File: src/rtl/cesp_pkg.sv
// Shared types and constants of the colour e-paper subpixel packer.
// No dependencies; imported by every module of the block.
package cesp_pkg;

  localparam int MAX_ROW_BYTES = 256;
  localparam int MAX_ROWS      = 4096;
  localparam int ROW_BYTES_W   = 9;
  localparam int ROW_W         = 12;
  localparam int IDX_W         = 8;
  localparam int CHAN_W        = 8;
  localparam int SUM_W         = 10;
  localparam int IN_DATA_W     = 72;
  localparam int OUT_DATA_W    = 40;
  localparam int Q_DEPTH       = 8;
  localparam int Q_ADDR_W      = $clog2(Q_DEPTH);
  localparam int Q_CNT_W       = Q_ADDR_W + 1;

  localparam logic [ROW_BYTES_W-1:0] ROW_BYTES_RST = ROW_BYTES_W'(200);

  // quantiser thresholds on the three-pixel sum (average times 3)
  localparam logic [SUM_W-1:0] SUM_BOTH   = SUM_W'(64 * 3);
  localparam logic [SUM_W-1:0] SUM_PLANE1 = SUM_W'(128 * 3);
  localparam logic [SUM_W-1:0] SUM_PLANE0 = SUM_W'(192 * 3);

  localparam logic [1:0] CH_RED   = 2'd0;
  localparam logic [1:0] CH_GREEN = 2'd1;
  localparam logic [1:0] CH_BLUE  = 2'd2;

  typedef logic [2:0] mask_t;

  typedef struct packed {
    logic [2:0]       p0;
    logic [2:0]       p1;
    logic             eor;
    logic [ROW_W-1:0] row;
  } cls_t;

  typedef struct packed {
    logic [7:0]       p0;
    logic [7:0]       p1;
    logic [IDX_W-1:0] idx;
    logic [ROW_W-1:0] row;
    logic             last;
  } res_t;

  typedef struct packed {
    logic [1:0] n;
    res_t       a;
    res_t       b;
  } push_t;

  // subpixel bit of a channel for a given row phase
  function automatic mask_t chan_mask(input logic [1:0] chan, input logic [1:0] phase);
    mask_t m;
    m = 3'd0;
    case (chan)
      CH_RED: begin
        case (phase)
          2'd1:    m = 3'd1;
          2'd2:    m = 3'd4;
          default: m = 3'd2;
        endcase
      end
      CH_GREEN: begin
        case (phase)
          2'd1:    m = 3'd4;
          2'd2:    m = 3'd2;
          default: m = 3'd1;
        endcase
      end
      default: begin
        case (phase)
          2'd1:    m = 3'd2;
          2'd2:    m = 3'd1;
          default: m = 3'd4;
        endcase
      end
    endcase
    return m;
  endfunction

endpackage

File: src/rtl/cesp_classify.sv
// Front end: accepts pixel groups, averages and quantises each channel,
// tracks row phase and row number. Depends on cesp_pkg.
module cesp_classify (
  input  logic                            clk,
  input  logic                            rst,
  input  logic                            s_tvalid,
  output logic                            s_tready,
  input  logic [cesp_pkg::IN_DATA_W-1:0]  s_tdata,
  input  logic                            s_tlast,
  output logic                            cls_valid,
  input  logic                            cls_ready,
  output cesp_pkg::cls_t                  cls
);
  import cesp_pkg::*;

  logic [1:0]       row_phase;
  logic [ROW_W-1:0] row_count;
  logic [SUM_W-1:0] sum [3];
  logic [2:0]       p0_next;
  logic [2:0]       p1_next;
  logic             take;

  assign s_tready = !cls_valid || cls_ready;
  assign take     = s_tvalid && s_tready;

  always_comb begin
    p0_next = 3'd0;
    p1_next = 3'd0;
    for (int c = 0; c < 3; c++) begin
      sum[c] = SUM_W'(s_tdata[c*CHAN_W +: CHAN_W])
             + SUM_W'(s_tdata[(c+3)*CHAN_W +: CHAN_W])
             + SUM_W'(s_tdata[(c+6)*CHAN_W +: CHAN_W]);
      if (sum[c] < SUM_BOTH) begin
        p0_next = p0_next | chan_mask(2'(c), row_phase);
        p1_next = p1_next | chan_mask(2'(c), row_phase);
      end else if (sum[c] < SUM_PLANE1) begin
        p1_next = p1_next | chan_mask(2'(c), row_phase);
      end else if (sum[c] < SUM_PLANE0) begin
        p0_next = p0_next | chan_mask(2'(c), row_phase);
      end
    end
  end

  always_ff @(posedge clk) begin
    if (rst) begin
      cls_valid <= 1'b0;
      row_phase <= 2'd0;
      row_count <= '0;
    end else begin
      if (take) begin
        cls_valid <= 1'b1;
      end else if (cls_ready) begin
        cls_valid <= 1'b0;
      end
      if (take && s_tlast) begin
        if (row_count == ROW_W'(MAX_ROWS - 1)) begin
          row_count <= '0;
          row_phase <= 2'd0;
        end else begin
          row_count <= row_count + 1'b1;
          row_phase <= (row_phase == 2'd2) ? 2'd0 : row_phase + 2'd1;
        end
      end
    end
  end

  always_ff @(posedge clk) begin
    if (take) begin
      cls.p0  <= p0_next;
      cls.p1  <= p1_next;
      cls.eor <= s_tlast;
      cls.row <= row_count;
    end
  end

endmodule

File: src/rtl/cesp_pack.sv
// Back end: shifts 3-bit patterns into the two plane bytes, counts bytes
// per row, drops bytes past the limit and flushes at end of row. Depends on cesp_pkg.
module cesp_pack (
  input  logic                              clk,
  input  logic                              rst,
  input  logic                              cls_valid,
  output logic                              cls_ready,
  input  cesp_pkg::cls_t                    cls,
  input  logic [cesp_pkg::ROW_BYTES_W-1:0]  row_bytes,
  input  logic                              room,
  output cesp_pkg::push_t                   push
);
  import cesp_pkg::*;

  logic [7:0]             acc0;
  logic [7:0]             acc1;
  logic [2:0]             bits_filled;
  logic [ROW_BYTES_W-1:0] byte_count;

  logic                   fire;
  logic [3:0]             sh;
  logic [15:0]            w0;
  logic [15:0]            w1;
  logic [3:0]             total;
  logic                   full;
  logic [7:0]             acc0_mid;
  logic [7:0]             acc1_mid;
  logic [2:0]             bf_mid;
  logic [ROW_BYTES_W-1:0] bc_mid;
  logic [ROW_BYTES_W-1:0] lim;
  logic                   keep_a;
  logic                   keep_b;
  res_t                   res_a;
  res_t                   res_b;

  assign cls_ready = room;
  assign fire      = cls_valid && room;

  always_comb begin
    lim      = (row_bytes > ROW_BYTES_W'(MAX_ROW_BYTES)) ? ROW_BYTES_W'(MAX_ROW_BYTES)
                                                         : row_bytes;
    sh       = 4'd13 - {1'b0, bits_filled};
    w0       = {acc0, 8'h00} | (16'(cls.p0) << sh);
    w1       = {acc1, 8'h00} | (16'(cls.p1) << sh);
    total    = {1'b0, bits_filled} + 4'd3;
    full     = total[3];
    acc0_mid = full ? w0[7:0] : w0[15:8];
    acc1_mid = full ? w1[7:0] : w1[15:8];
    bf_mid   = total[2:0];
    bc_mid   = (full && byte_count != '1) ? byte_count + 1'b1 : byte_count;
    keep_a   = full && (byte_count < lim);
    keep_b   = cls.eor && (bf_mid != 3'd0) && (bc_mid < lim);

    res_a.p0   = w0[15:8];
    res_a.p1   = w1[15:8];
    res_a.idx  = byte_count[IDX_W-1:0];
    res_a.row  = cls.row;
    res_a.last = !keep_b;
    res_b.p0   = acc0_mid;
    res_b.p1   = acc1_mid;
    res_b.idx  = bc_mid[IDX_W-1:0];
    res_b.row  = cls.row;
    res_b.last = 1'b1;

    push.n = 2'd0;
    push.a = res_a;
    push.b = res_b;
    if (fire) begin
      if (keep_a) begin
        push.n = keep_b ? 2'd2 : 2'd1;
      end else if (keep_b) begin
        push.n = 2'd1;
        push.a = res_b;
      end
    end
  end

  always_ff @(posedge clk) begin
    if (rst) begin
      acc0        <= 8'h00;
      acc1        <= 8'h00;
      bits_filled <= 3'd0;
      byte_count  <= '0;
    end else if (fire) begin
      if (cls.eor) begin
        acc0        <= 8'h00;
        acc1        <= 8'h00;
        bits_filled <= 3'd0;
        byte_count  <= '0;
      end else begin
        acc0        <= acc0_mid;
        acc1        <= acc1_mid;
        bits_filled <= bf_mid;
        byte_count  <= bc_mid;
      end
    end
  end

endmodule

File: src/rtl/cesp_queue.sv
// Result queue: takes up to two items a cycle from the packer while it has room, hands one
// a cycle to the output stream while that stream is ready. Depends on cesp_pkg.
module cesp_queue (
  input  logic                           clk,
  input  logic                           rst,
  input  cesp_pkg::push_t                push,
  output logic                           room,
  output logic [cesp_pkg::Q_CNT_W-1:0]   level,
  output logic                           head_valid,
  input  logic                           head_ready,
  output cesp_pkg::res_t                 head
);
  import cesp_pkg::*;

  res_t                mem [Q_DEPTH];
  logic [Q_ADDR_W-1:0] wptr;
  logic [Q_ADDR_W-1:0] rptr;
  logic [Q_CNT_W-1:0]  count;
  logic                pop;

  assign level      = count;
  assign room       = count <= Q_CNT_W'(Q_DEPTH - 2);
  assign head_valid = count != '0;
  assign head       = mem[rptr];
  assign pop        = head_valid && head_ready;

  always_ff @(posedge clk) begin
    if (rst) begin
      wptr  <= '0;
      rptr  <= '0;
      count <= '0;
    end else begin
      wptr  <= wptr + Q_ADDR_W'(push.n);
      if (pop) begin
        rptr <= rptr + 1'b1;
      end
      count <= count + Q_CNT_W'(push.n) - Q_CNT_W'(pop);
    end
  end

  always_ff @(posedge clk) begin
    if (push.n != 2'd0) begin
      mem[wptr] <= push.a;
    end
    if (push.n == 2'd2) begin
      mem[wptr + 1'b1] <= push.b;
    end
  end

endmodule

File: src/rtl/color_epaper_subpixel_packer.sv
// Top level of the colour e-paper subpixel packer: row length register,
// classify front end, packer and result queue. Depends on cesp_pkg and all cesp_* modules.
//
//   channel  | direction | tdata / data                         | tuser | tlast
//   s_*      | in        | red_a..blue_c, 9 x 8 bits            | -     | end_of_row
//   m_*      | out       | plane0, plane1, byte_index, row_number | -   | last_of_run
//   cfg_*    | in        | row_bytes, 9 bits                    | -     | -
//
// One pixel group per clock while the queue has room; groups pass the classify register and the queue on the way to m.
// The classify register and an 8-item result queue sit between the ports, so
// input is taken while results wait; input stalls only once the queue holds 7.
// Up to two results per group, one result leaves per clock while m_tready is high.
// Synchronous active-high reset; row_bytes returns to 200.
module color_epaper_subpixel_packer (
  input  logic                              clk,
  input  logic                              rst,
  input  logic                              s_tvalid,
  output logic                              s_tready,
  input  logic [cesp_pkg::IN_DATA_W-1:0]    s_tdata,  // red_a,green_a,blue_a,red_b,..,blue_c
  input  logic                              s_tlast,
  output logic                              m_tvalid,
  input  logic                              m_tready,
  output logic [cesp_pkg::OUT_DATA_W-1:0]   m_tdata,  // plane0,plane1,byte_index,row_number,pad
  output logic                              m_tlast,
  input  logic                              cfg_valid,
  output logic                              cfg_ready,
  input  logic [cesp_pkg::ROW_BYTES_W-1:0]  cfg_data
);
  import cesp_pkg::*;

  logic [ROW_BYTES_W-1:0] row_bytes;
  logic                   cls_valid;
  logic                   cls_ready;
  cls_t                   cls;
  push_t                  push;
  logic                   room;
  logic [Q_CNT_W-1:0]     level;
  res_t                   head;

  assign cfg_ready = 1'b1;

  always_ff @(posedge clk) begin
    if (rst) begin
      row_bytes <= ROW_BYTES_RST;
    end else if (cfg_valid && cfg_ready) begin
      row_bytes <= cfg_data;
    end
  end

  cesp_classify u_classify (
    .clk       (clk),
    .rst       (rst),
    .s_tvalid  (s_tvalid),
    .s_tready  (s_tready),
    .s_tdata   (s_tdata),
    .s_tlast   (s_tlast),
    .cls_valid (cls_valid),
    .cls_ready (cls_ready),
    .cls       (cls)
  );

  cesp_pack u_pack (
    .clk       (clk),
    .rst       (rst),
    .cls_valid (cls_valid),
    .cls_ready (cls_ready),
    .cls       (cls),
    .row_bytes (row_bytes),
    .room      (room),
    .push      (push)
  );

  cesp_queue u_queue (
    .clk        (clk),
    .rst        (rst),
    .push       (push),
    .room       (room),
    .level      (level),
    .head_valid (m_tvalid),
    .head_ready (m_tready),
    .head       (head)
  );

  assign m_tdata = {4'b0000, head.row, head.idx, head.p1, head.p0};
  assign m_tlast = head.last;

  a_push_room: assert property (@(posedge clk) disable iff (rst)
    (push.n != 2'd0) |-> (cls_valid && room))
    else $error("push into queue without room");

  a_level: assert property (@(posedge clk) disable iff (rst)
    level <= Q_CNT_W'(Q_DEPTH))
    else $error("result queue overflow");

  a_pair_last: assert property (@(posedge clk) disable iff (rst)
    (push.n == 2'd2) |-> (!push.a.last && push.b.last))
    else $error("last_of_run misplaced on a pair");

  a_single_last: assert property (@(posedge clk) disable iff (rst)
    (push.n == 2'd1) |-> push.a.last)
    else $error("single result lacks last_of_run");

endmodule
File: config.mk
export PLATFORM = sky130hd
export DESIGN_NAME = color_epaper_subpixel_packer
export DESIGN_NICKNAME = d
export VERILOG_FILES = /design/src/rtl/cesp_pkg.sv /design/src/rtl/cesp_classify.sv /design/src/rtl/cesp_pack.sv /design/src/rtl/cesp_queue.sv /design/src/rtl/color_epaper_subpixel_packer.sv
export SDC_FILE = /design/constraint.sdc
export NUM_CORES = 1
export LEC_CHECK = 0
export BUFFER_PORTS_ARGS = -buffer_cell sky130_fd_sc_hd__buf_4
export CAP_MARGIN = 20
export CORE_MARGIN = 2
export CORE_UTILIZATION = 56
export CTS_BUF_LIST = sky130_fd_sc_hd__clkbuf_16
export CTS_CLUSTER_DIAMETER = 80
export CTS_CLUSTER_SIZE = 24
export DETAILED_ROUTE_END_ITERATION = 12
export PLACE_DENSITY = 0.83
export REMOVE_ABC_BUFFERS = 1
export SLEW_MARGIN = 20
export SYNTH_ARGS = -nofsm -noshare
export SYNTH_HDL_FRONTEND = slang
export SYNTH_HIERARCHICAL = 1
export SYNTH_SLANG_ARGS = --single-unit
File: constraint.sdc
create_clock -name clk -period 7.9 [get_ports clk]
set_input_delay 1.58 -clock clk [delete_from_list [all_inputs] [get_ports clk]]
set_output_delay 1.58 -clock clk [all_outputs]
set_load 0.005 [all_outputs]
==> metrics.txt, run 1 <==
# TYPE chip_impl_metric gauge
chip_impl_info{name="run_status",value="completed"} 1
chip_impl_info{name="reg2reg_to",value="u_queue/mem[2][1]$_DFFE_PP_"} 1
chip_impl_info{name="ctsRootBufferMaster",value="sky130_fd_sc_hd__clkbuf_16"} 1
chip_impl_metric{name="floorplan.rows",unit=""} 72
chip_impl_metric{name="final_hold_viols",unit=""} 0
chip_impl_metric{name="count_of_flip_flops_with_a_built_in_enable_after_synthesis",unit=""} 315
chip_impl_metric{name="worst_clock_skew",unit="ns"} 0.02091
chip_impl_metric{name="die_w",unit="µm"} 200.7
chip_impl_metric{name="fp.dieH",unit="µm"} 200.7
chip_impl_metric{name="hold-path-cell-count",unit=""} 0
chip_impl_metric{name="num-fill-cells",unit=""} 2910
chip_impl_metric{name="num_vias",unit=""} 13410
chip_impl_metric{name="grt_usage",unit=""} 0.2443
chip_impl_metric{name="powerDensity",unit="mW/mm²"} 201.6
chip_impl_metric{name="finalWeightedCongestion",unit=""} 0.9642
chip_impl_metric{name="yosys_warnings",unit=""} 6
chip_impl_metric{name="initial_antenna_violation_count",unit=""} 0
chip_impl_metric{name="cts_setup_buffers",unit=""} 0
chip_impl_info{name="holdCritPathClass",value="reg -> reg"} 1
chip_impl_info{name="netlist.top_cell.by_area",value="sky130_fd_sc_hd__edfxtp_1"} 1
chip_impl_metric{name="synth_xor_area_frac",unit=""} 0.01213
chip_impl_info{name="synthTopCellsByCount",value="315 x sky130_fd_sc_hd__edfxtp_1, 306 x sky130_fd_sc_hd__mux2_2, 78 x sky130_fd_sc_hd__nor2_1"} 1
chip_impl_metric{name="first_global_vias",unit=""} 13580
chip_impl_metric{name="synth_mux_area_frac",unit=""} 0.2689
chip_impl_metric{name="internal-power",unit="mW"} 3.394
chip_impl_metric{name="p_seq_frac",unit=""} 0.497
chip_impl_metric{name="start_util",unit=""} 0.5644
chip_impl_info{name="rsz0062_at_grt",value="false"} 1
chip_impl_metric{name="clk_latency",unit="ns"} 0.54
chip_impl_metric{name="critical_path.max_fanout",unit=""} 22
chip_impl_metric{name="post_synthesis_share_of_cell_area_spent_on_and_or_nand_and_nor_gates",unit=""} 0.05482
chip_impl_metric{name="n_antenna_cell",unit=""} 0
chip_impl_info{name="worstSetupEndpointType",value="flip-flop"} 1
chip_impl_metric{name="netlist-cell-type-count",unit=""} 85
chip_impl_info{name="crit_type",value="reg -> reg"} 1
chip_impl_metric{name="synth_async_sr_flop_share",unit=""} 0
chip_impl_metric{name="r2r_cells",unit=""} 17
chip_impl_metric{name="drive_above_1_share",unit=""} 0.3949
chip_impl_metric{name="time_the_worst_path_needs_with_i_o_delays_and_setup",unit="ns"} 6.406
chip_impl_metric{name="cts-buffers-inserted",unit=""} 21
chip_impl_info{name="holdCritStartpoint",value="u_classify/row_count[6]$_SDFFE_PP0P_"} 1
chip_impl_metric{name="worst-endpoint-arrival",unit="ns"} 6.65
chip_impl_metric{name="synth_compound_gate_area_share",unit=""} 0.06730
chip_impl_metric{name="yosys.area_share.adder",unit=""} 0.05419
chip_impl_metric{name="netSwitchingPower",unit="mW"} 1.339
chip_impl_metric{name="drt_iter0_markers",unit=""} 1404
chip_impl_metric{name="ys_seq_area_frac",unit=""} 0.4968
chip_impl_metric{name="synth_top_area_frac",unit=""} 0.4367
chip_impl_metric{name="hold_ws",unit="ns"} 0.4992
chip_impl_metric{name="post_cts.resized_instances",unit=""} 0
chip_impl_metric{name="drtAntennaViolNets",unit=""} 0
chip_impl_metric{name="multi_input_area",unit="mm²"} 0.01004
chip_impl_metric{name="peakVddDrop",unit="mV"} 0.1292
chip_impl_info{name="post_synth_main_area_contributors",value="sky130_fd_sc_hd__edfxtp_1 44%, sky130_fd_sc_hd__mux2_2 16%, sky130_fd_sc_hd__mux4_2 7.7%"} 1
chip_impl_metric{name="cts.reportedPaths.clkPinSlew",unit="ns"} 0.09
chip_impl_metric{name="postCtsHoldBufs",unit=""} 0
chip_impl_metric{name="synth-seq-cells",unit=""} 380
chip_impl_metric{name="grt_first_pass_wirelength",unit="mm"} 77.52
chip_impl_metric{name="number_of_detailed_route_iterations_in_the_first_pass",unit=""} 6
chip_impl_metric{name="regToRegSetupSlack",unit="ns"} 1.49
chip_impl_metric{name="timing_max_transition_violations_final",unit=""} 0
chip_impl_metric{name="portBuffers",unit=""} 125
chip_impl_metric{name="synthesis.area_per_instance",unit="µm²"} 14.09
chip_impl_metric{name="max-clock-path-buffers",unit=""} 3
chip_impl_metric{name="top_level_ports",unit=""} 131
chip_impl_metric{name="syn-cell-area",unit="mm²"} 0.02166
chip_impl_metric{name="post-route-period-util",unit=""} 0.8109
chip_impl_info{name="combinational_family_with_the_most_area_after_synthesis",value="multiplexers"} 1
chip_impl_metric{name="clock-sinks",unit=""} 380
chip_impl_metric{name="final-seq-area",unit="mm²"} 0.01077
chip_impl_metric{name="finalSetupViolations",unit=""} 0
chip_impl_metric{name="fp.dieArea",unit="mm²"} 0.04027
chip_impl_metric{name="cts_htree_levels",unit=""} 1
chip_impl_info{name="start_kind",value="flip-flop"} 1
chip_impl_info{name="post-synth-top-count-cell",value="sky130_fd_sc_hd__edfxtp_1"} 1
chip_impl_metric{name="swShare",unit=""} 0.2828
chip_impl_metric{name="coreArea",unit="mm²"} 0.03838
chip_impl_metric{name="worst-slew-pin-transition",unit="ns"} 1.142
chip_impl_info{name="timing.rr.start",value="u_pack/bits_filled[1]$_SDFFE_PP0P_"} 1
chip_impl_metric{name="route.final.wire_length",unit="mm"} 49.78
chip_impl_metric{name="power.leakage",unit="nW"} 8.664
chip_impl_metric{name="max_freq",unit="MHz"} 156.1
chip_impl_metric{name="nNetsFinal",unit=""} 1771
chip_impl_metric{name="synthesis.instances",unit=""} 1537
chip_impl_metric{name="worst-endpoint-required",unit="ns"} 8.14
chip_impl_metric{name="vias_per_cell",unit=""} 6.278
chip_impl_metric{name="combPwrFrac",unit=""} 0.259
chip_impl_metric{name="p_clk_frac",unit=""} 0.244
chip_impl_metric{name="grt_start_max_net_pins",unit=""} 62
chip_impl_metric{name="drt_drc_violations_left",unit=""} 0
chip_impl_metric{name="detail_placement_hpwl",unit="mm"} 32.16
chip_impl_metric{name="wire_per_inst",unit="µm"} 23.31
chip_impl_info{name="ys.flop_type",value="sky130_fd_sc_hd__edfxtp_1"} 1
chip_impl_metric{name="flow.area_growth_from_synthesis",unit="%"} 8.405
chip_impl_metric{name="grt.overflow.total",unit=""} 0
chip_impl_info{name="cts_tree",value="built"} 1
chip_impl_metric{name="timing.max_cap.violations",unit=""} 0
chip_impl_info{name="hold_path_end",value="u_classify/cls[6]$_DFFE_PP_"} 1
chip_impl_metric{name="max_slew_margin",unit=""} 0.2356
chip_impl_metric{name="fin_total_pwr",unit="mW"} 4.733
layout make-up:
type	instances	area share
sequential	380	0.4586
clock buffer	21	0.02238
multi-input combinational	984	0.4274
clock inverter	16	0.004796
timing repair buffer	153	0.04892
inverter	64	0.01023
tap	518	0.02760
power groups by stage:
stage                     sequential (mW)  combinational [mW]  clock (mW)
after global placement               2.40                1.18           0
after global routing                 2.37                1.33        1.24
after CTS                            2.36                1.22        1.17
after detailed placement             2.40                1.21           0
after floorplan                      2.40               0.798           0
final                                2.35                1.23        1.15
stage by stage:
step                instance area, µm²  cells    util  worst slack (ns)  setup TNS, ns
floorplan                        20930   1428       -           -0.3076         -19.95
finish                           23480   2136  0.6118             1.494              0
global route                     23480   2136  0.6118             1.111              0
global placement                 22840   2099  0.5952             1.792              0
CTS                              23480   2136  0.6118             1.559              0
detailed placement               22840   2099  0.5952             1.577              0
layout by cell type (no fill, tap or decap), types with 8 or more instances in the layout:
master	Yosys	routed
sky130_fd_sc_hd__clkbuf_16	0	21
sky130_fd_sc_hd__and3_1	8	8
sky130_fd_sc_hd__mux4_2	74	74
sky130_fd_sc_hd__nor2b_1	13	13
sky130_fd_sc_hd__nor2_1	78	78
sky130_fd_sc_hd__dfxtp_1	65	62
sky130_fd_sc_hd__o21ai_0	36	31
sky130_fd_sc_hd__edfxtp_1	315	315
sky130_fd_sc_hd__inv_1	63	74
sky130_fd_sc_hd__nand3_1	19	19
sky130_fd_sc_hd__mux2_4	32	32
sky130_fd_sc_hd__fa_1	23	23
sky130_fd_sc_hd__a22oi_1	31	31
sky130_fd_sc_hd__mux2_2	306	306
sky130_fd_sc_hd__nand2_1	39	36
sky130_fd_sc_hd__xnor2_1	14	14
sky130_fd_sc_hd__nor3_1	8	8
sky130_fd_sc_hd__mux2i_1	22	22
sky130_fd_sc_hd__o221ai_1	9	9
sky130_fd_sc_hd__a21oi_1	49	49
sky130_fd_sc_hd__nand2b_1	13	13
sky130_fd_sc_hd__ha_1	57	57
sky130_fd_sc_hd__buf_4	38	153
sky130_fd_sc_hd__xor2_1	11	11
sky130_fd_sc_hd__a22o_1	10	10
worst max-delay path by stage:
stage,startpoint,end,slack (ns),cells after the start
detailed placement,u_pack/bits_filled[1]$_SDFFE_PP0P_,u_queue/mem[2][3]$_DFFE_PP_,1.58,17
global route,u_pack/bits_filled[1]$_SDFFE_PP0P_,u_queue/mem[2][1]$_DFFE_PP_,1.11,17
finish,u_pack/bits_filled[1]$_SDFFE_PP0P_,u_queue/mem[2][1]$_DFFE_PP_,1.49,17
CTS,u_pack/bits_filled[1]$_SDFFE_PP0P_,u_queue/mem[2][1]$_DFFE_PP_,1.56,17
global placement,u_pack/byte_count[0]$_SDFFE_PP0P_,u_queue/mem[2][3]$_DFFE_PP_,1.79,18
floorplan,u_pack/bits_filled[1]$_SDFFE_PP0P_,u_queue/mem[3][0]$_DFFE_PP_,-0.31,17
cells by family (layout without fill, tap and decap cells):
group           after synthesis  after routing
flops                       380            380
fa+ha+maj                    80             80
buf+inv                     176            254
mux                         435            435
xor+xnor                     27             27
simple gates                228            228
compound gates              208            208
other cells                   3              6
state kept, by name (all words and copies together), names as in the netlist, named ones only:
name / cells
u_pack/acc0: 8
u_queue/level: 4
row_bytes: 9
u_classify/cls: 19
u_pack/byte_count: 9
u_classify/row_phase: 2
u_classify/row_count: 12
u_queue/wptr: 3
u_classify/cls_valid: 1
u_pack/bits_filled: 3
u_queue/rptr: 3
u_pack/acc1: 8
u_queue/mem: 296
routing by layer:
metal,vias up,track usage,share of wire
met5,-,0,0
met4,0,0.06243,0.025
met3,85,0.03052,0.076
met2,597,0.4080,0.48
met1,6689,0.3423,0.42
li1,6039,-,-
critical path, cell delays in order (launching register included):
cell                       delay, ns
sky130_fd_sc_hd__dfxtp_1        0.72
sky130_fd_sc_hd__inv_1          0.26
sky130_fd_sc_hd__ha_1           0.30
sky130_fd_sc_hd__a21oi_2        0.16
sky130_fd_sc_hd__buf_4          0.25
sky130_fd_sc_hd__nor2_1         0.11
sky130_fd_sc_hd__and3_1         0.22
sky130_fd_sc_hd__xor2_1         0.55
sky130_fd_sc_hd__ha_1           0.34
sky130_fd_sc_hd__and4_1         0.21
sky130_fd_sc_hd__and2_1         0.16
sky130_fd_sc_hd__and4b_1        0.21
sky130_fd_sc_hd__a221oi_4       0.29
sky130_fd_sc_hd__ha_1           0.26
sky130_fd_sc_hd__and3_1         0.27
sky130_fd_sc_hd__nand4b_1       0.50
sky130_fd_sc_hd__o22ai_4        0.95
sky130_fd_sc_hd__buf_4          0.34
No activity file was read; power rests on OpenSTA's default activity.
==> run 2, diff against run 1 <==
Settings changed: CORE_UTILIZATION 56 to 62, PLACE_DENSITY 0.83 to 0.87.
Clock period 7.9 ns to 6.3 ns, I/O delays scaled along.
==> run 2 against run 1 <==
Effect of this change: final area is 0.25% higher; non-clock buffer count rose by 13; first-iteration DRC count decreased by 6.3%; utilization is 7.1 points higher; via count grew 0.26%; clock skew about the same; register-to-register slack worse by 1.1 ns; routed wire length is 0.82% lower; count of clock-buffer cells in the layout unchanged; sequential power rose by 26%; die area shrank 9.5%; clock power rose by 23%; critical path type unchanged; critical endpoint is now u_queue/mem[6][12]$_DFFE_PP_; largest cell class unchanged.
==> metrics.txt, run 2 (synthesized netlist as in run 1, its figures left out) <==
# TYPE chip_impl_metric gauge
chip_impl_info{name="run_status",value="completed"} 1
chip_impl_info{name="holdCritStartpoint",value="u_classify/row_count[6]$_SDFFE_PP0P_"} 1
chip_impl_metric{name="worst-slew-pin-transition",unit="ns"} 1.132
chip_impl_metric{name="portBuffers",unit=""} 125
chip_impl_info{name="worstSetupEndpointType",value="flip-flop"} 1
chip_impl_metric{name="swShare",unit=""} 0.2819
chip_impl_metric{name="worst_clock_skew",unit="ns"} 0.02132
chip_impl_metric{name="clock-sinks",unit=""} 380
chip_impl_metric{name="critical_path.max_stage_delay",unit="ns"} 0.54
chip_impl_info{name="timing.rr.start",value="u_pack/byte_count[0]$_SDFFE_PP0P_"} 1
chip_impl_metric{name="r2r_cells",unit=""} 20
chip_impl_metric{name="place_inst",unit=""} 2049
chip_impl_metric{name="internal-power",unit="mW"} 4.251
chip_impl_metric{name="wl_met2",unit="mm"} 24.37
chip_impl_metric{name="drt_drc_violations_left",unit=""} 0
chip_impl_info{name="hold_path_end",value="u_classify/cls[6]$_DFFE_PP_"} 1
chip_impl_metric{name="start_util",unit=""} 0.6286
chip_impl_metric{name="first_global_vias",unit=""} 13660
chip_impl_metric{name="n_antenna_cell",unit=""} 0
chip_impl_metric{name="max-clock-path-buffers",unit=""} 3
chip_impl_metric{name="p_clk_frac",unit=""} 0.240
chip_impl_metric{name="fp.dieH",unit="µm"} 190.9
chip_impl_metric{name="timing_max_transition_violations_final",unit=""} 0
chip_impl_metric{name="vias_per_cell",unit=""} 6.448
chip_impl_metric{name="wire_per_inst",unit="µm"} 23.68
chip_impl_metric{name="power.leakage",unit="nW"} 8.734
chip_impl_metric{name="fp.dieArea",unit="mm²"} 0.03645
chip_impl_metric{name="final_hold_viols",unit=""} 0
chip_impl_info{name="start_kind",value="flip-flop"} 1
chip_impl_info{name="reg2reg_to",value="u_queue/mem[6][12]$_DFFE_PP_"} 1
chip_impl_metric{name="cts-buffers-inserted",unit=""} 20
chip_impl_metric{name="combPwrFrac",unit=""} 0.262
chip_impl_metric{name="netSwitchingPower",unit="mW"} 1.669
chip_impl_metric{name="finalSetupViolations",unit=""} 0
chip_impl_metric{name="drive_above_1_share",unit=""} 0.3994
chip_impl_metric{name="nNetsFinal",unit=""} 1783
chip_impl_metric{name="cts.reportedPaths.clkPinSlew",unit="ns"} 0.09
chip_impl_metric{name="detail_placement_hpwl",unit="mm"} 32.68
chip_impl_metric{name="max_freq",unit="MHz"} 169.5
chip_impl_info{name="cts_tree",value="built"} 1
chip_impl_metric{name="worst-endpoint-required",unit="ns"} 6.59
chip_impl_metric{name="hold-path-cell-count",unit=""} 0
chip_impl_info{name="critical_path.slowest_cell",value="sky130_fd_sc_hd__nor2_4"} 1
chip_impl_info{name="holdCritPathClass",value="reg -> reg"} 1
chip_impl_metric{name="timing.max_cap.violations",unit=""} 0
chip_impl_metric{name="detailed_place.area",unit="mm²"} 0.02292
chip_impl_metric{name="die_w",unit="µm"} 190.9
chip_impl_metric{name="number_of_flip_flops_under_the_largest_register_name",unit=""} 296
chip_impl_metric{name="powerDensity",unit="mW/mm²"} 251.5
chip_impl_metric{name="clk_latency",unit="ns"} 0.54
chip_impl_metric{name="initial_antenna_violation_count",unit=""} 0
chip_impl_metric{name="drt_iter0_markers",unit=""} 1315
chip_impl_metric{name="postCtsHoldBufs",unit=""} 0
chip_impl_metric{name="drtAntennaViolNets",unit=""} 0
chip_impl_metric{name="grt_usage",unit=""} 0.2726
chip_impl_metric{name="post-route-period-util",unit=""} 0.9366
chip_impl_info{name="crit_chain",value="ha_1 > nand3_1 > nor2_1 > ha_1 > nand4b_1 > nand2b_1 > nor2_1 > xor2_1 > buf_4 > ha_1 > and4_1 > and2_1 > and4b_1 > a221oi_4 > ha_1 > and3_1 > nand4b_1 > nor2_4 > buf_12 > mux2_2"} 1
chip_impl_metric{name="finalWeightedCongestion",unit=""} 0.8980
chip_impl_metric{name="num_vias",unit=""} 13450
chip_impl_metric{name="met1_length",unit="mm"} 19.68
chip_impl_metric{name="grt.overflow.total",unit=""} 0
chip_impl_metric{name="coreArea",unit="mm²"} 0.03446
chip_impl_metric{name="route.final.wire_length",unit="mm"} 49.38
chip_impl_metric{name="dr_wl_met3",unit="mm"} 4.195
chip_impl_info{name="layout_commonest_cell",value="sky130_fd_sc_hd__edfxtp_1"} 1
chip_impl_info{name="rsz0062_at_grt",value="false"} 1
chip_impl_metric{name="time_the_worst_path_needs_with_i_o_delays_and_setup",unit="ns"} 5.901
chip_impl_metric{name="p_seq_frac",unit=""} 0.497
chip_impl_metric{name="floorplan.rows",unit=""} 68
chip_impl_info{name="layout_top_registers",value="u_queue/mem x296, u_classify/cls x19, u_classify/row_count x12"} 1
chip_impl_info{name="max_flop_register",value="u_queue/mem"} 1
chip_impl_info{name="routed.top_layer",value="met4"} 1
chip_impl_metric{name="regToRegSetupSlack",unit="ns"} 0.40
chip_impl_metric{name="cts_htree_levels",unit=""} 1
chip_impl_metric{name="grt_first_pass_wirelength",unit="mm"} 76.33
chip_impl_info{name="most_common_cell_type_on_the_critical_path",value="sky130_fd_sc_hd__ha_1"} 1
chip_impl_metric{name="final_area",unit="mm²"} 0.02354
chip_impl_metric{name="worst-endpoint-arrival",unit="ns"} 6.19
chip_impl_info{name="ctsRootBufferMaster",value="sky130_fd_sc_hd__clkbuf_16"} 1
chip_impl_metric{name="max_slew_margin",unit=""} 0.2425
chip_impl_metric{name="instances_no_fill",unit=""} 2085
chip_impl_info{name="mostFrequentLayoutCells",value="315 x sky130_fd_sc_hd__edfxtp_1, 306 x sky130_fd_sc_hd__mux2_2, 161 x sky130_fd_sc_hd__buf_4, 78 x sky130_fd_sc_hd__nor2_1, 75 x sky130_fd_sc_hd__inv_1"} 1
chip_impl_metric{name="peakVddDrop",unit="mV"} 0.1745
chip_impl_metric{name="number_of_detailed_route_iterations_in_the_first_pass",unit=""} 5
chip_impl_metric{name="post_cts.resized_instances",unit=""} 0
chip_impl_metric{name="top_level_ports",unit=""} 131
chip_impl_metric{name="critical_path.max_fanout",unit=""} 26
chip_impl_metric{name="grt_start_max_net_pins",unit=""} 62
chip_impl_metric{name="cts_setup_buffers",unit=""} 0
chip_impl_info{name="crit_type",value="reg -> reg"} 1
chip_impl_metric{name="flow.area_growth_from_synthesis",unit="%"} 8.671
==> run 2: cell types whose count changed in the layout (fill, tap and decap cells not counted), sizes merged <==
cell / change
buf: +13
inv: +1
clkinvlp: +1
clkinv: -3
==> run 2: worst max path at each step <==
stage               cells after the start                      endpoint                          startpoint
finish                                 20  u_queue/mem[6][12]$_DFFE_PP_   u_pack/byte_count[0]$_SDFFE_PP0P_
global route                           19  u_queue/mem[6][12]$_DFFE_PP_   u_pack/byte_count[0]$_SDFFE_PP0P_
global placement                       19  u_queue/mem[6][11]$_DFFE_PP_   u_pack/byte_count[0]$_SDFFE_PP0P_
floorplan                              17   u_queue/mem[3][0]$_DFFE_PP_  u_pack/bits_filled[1]$_SDFFE_PP0P_
CTS                                    19  u_queue/mem[6][22]$_DFFE_PP_   u_pack/byte_count[0]$_SDFFE_PP0P_
detailed placement                     19  u_queue/mem[6][12]$_DFFE_PP_   u_pack/byte_count[0]$_SDFFE_PP0P_
==> run 2: worst max-delay path: cells and delay by family (launching register included) <==
kind,cells,cell delay (ns)
adder cells (fa/ha/maj),4,1.03
flip-flops,1,0.40
XOR/XNOR,1,0.17
AND/OR/NAND/NOR,11,2.89
buffers and inverters,2,0.46
multiplexers,1,0.37
AO/OA/AOI/OAI,1,0.31
==> run 2: final cells by class <==
| class | instances | area, µm² |
|---|---|---|
| fillers | 2271 | 10920 |
| clock buffers | 21 | 525.5 |
| multi-input cells | 984 | 10040 |
| flip-flops and latches | 380 | 10770 |
| repair buffers | 166 | 1309 |
| well taps | 455 | 569.3 |
| inverters | 64 | 240.2 |
| clock inverters | 15 | 81.33 |
==> run 2: power groups by stage <==
stage / registers (mW) / logic, mW / clock network (mW)
6_report: 2.95 / 1.55 / 1.42
5_1_grt: 2.96 / 1.68 / 1.53
4_1_cts: 2.95 / 1.55 / 1.44
3_5_place_dp: 3.00 / 1.53 / 0
3_3_place_gp: 3.00 / 1.48 / 0
2_1_floorplan: 3.01 / 1.00 / 0
==> run 2: per-layer routing <==
metal / global-route usage / vias up
li1: - / 6057
met1: 0.3713 / 6664
met2: 0.4650 / 638
met3: 0.03892 / 86
met4: 0.06351 / 0
met5: 0.006868 / -
==> run 2: through the flow <==
stage / util / power, mW / hold slack [ns] / worst slack (ns) / setup TNS (ns)
floorplan: - / 4.014 / 0.4387 / -1.908 / -460.46
global placement: 0.6653 / 4.483 / 0.4567 / 0.5676 / 0
detailed placement: 0.6653 / 4.535 / 0.4657 / 0.2917 / 0
CTS: 0.6829 / 5.933 / 0.4892 / 0.2656 / 0
global route: 0.6831 / 6.168 / 0.5167 / 0.1096 / 0
finish: 0.6831 / 5.920 / 0.4916 / 0.3992 / 0
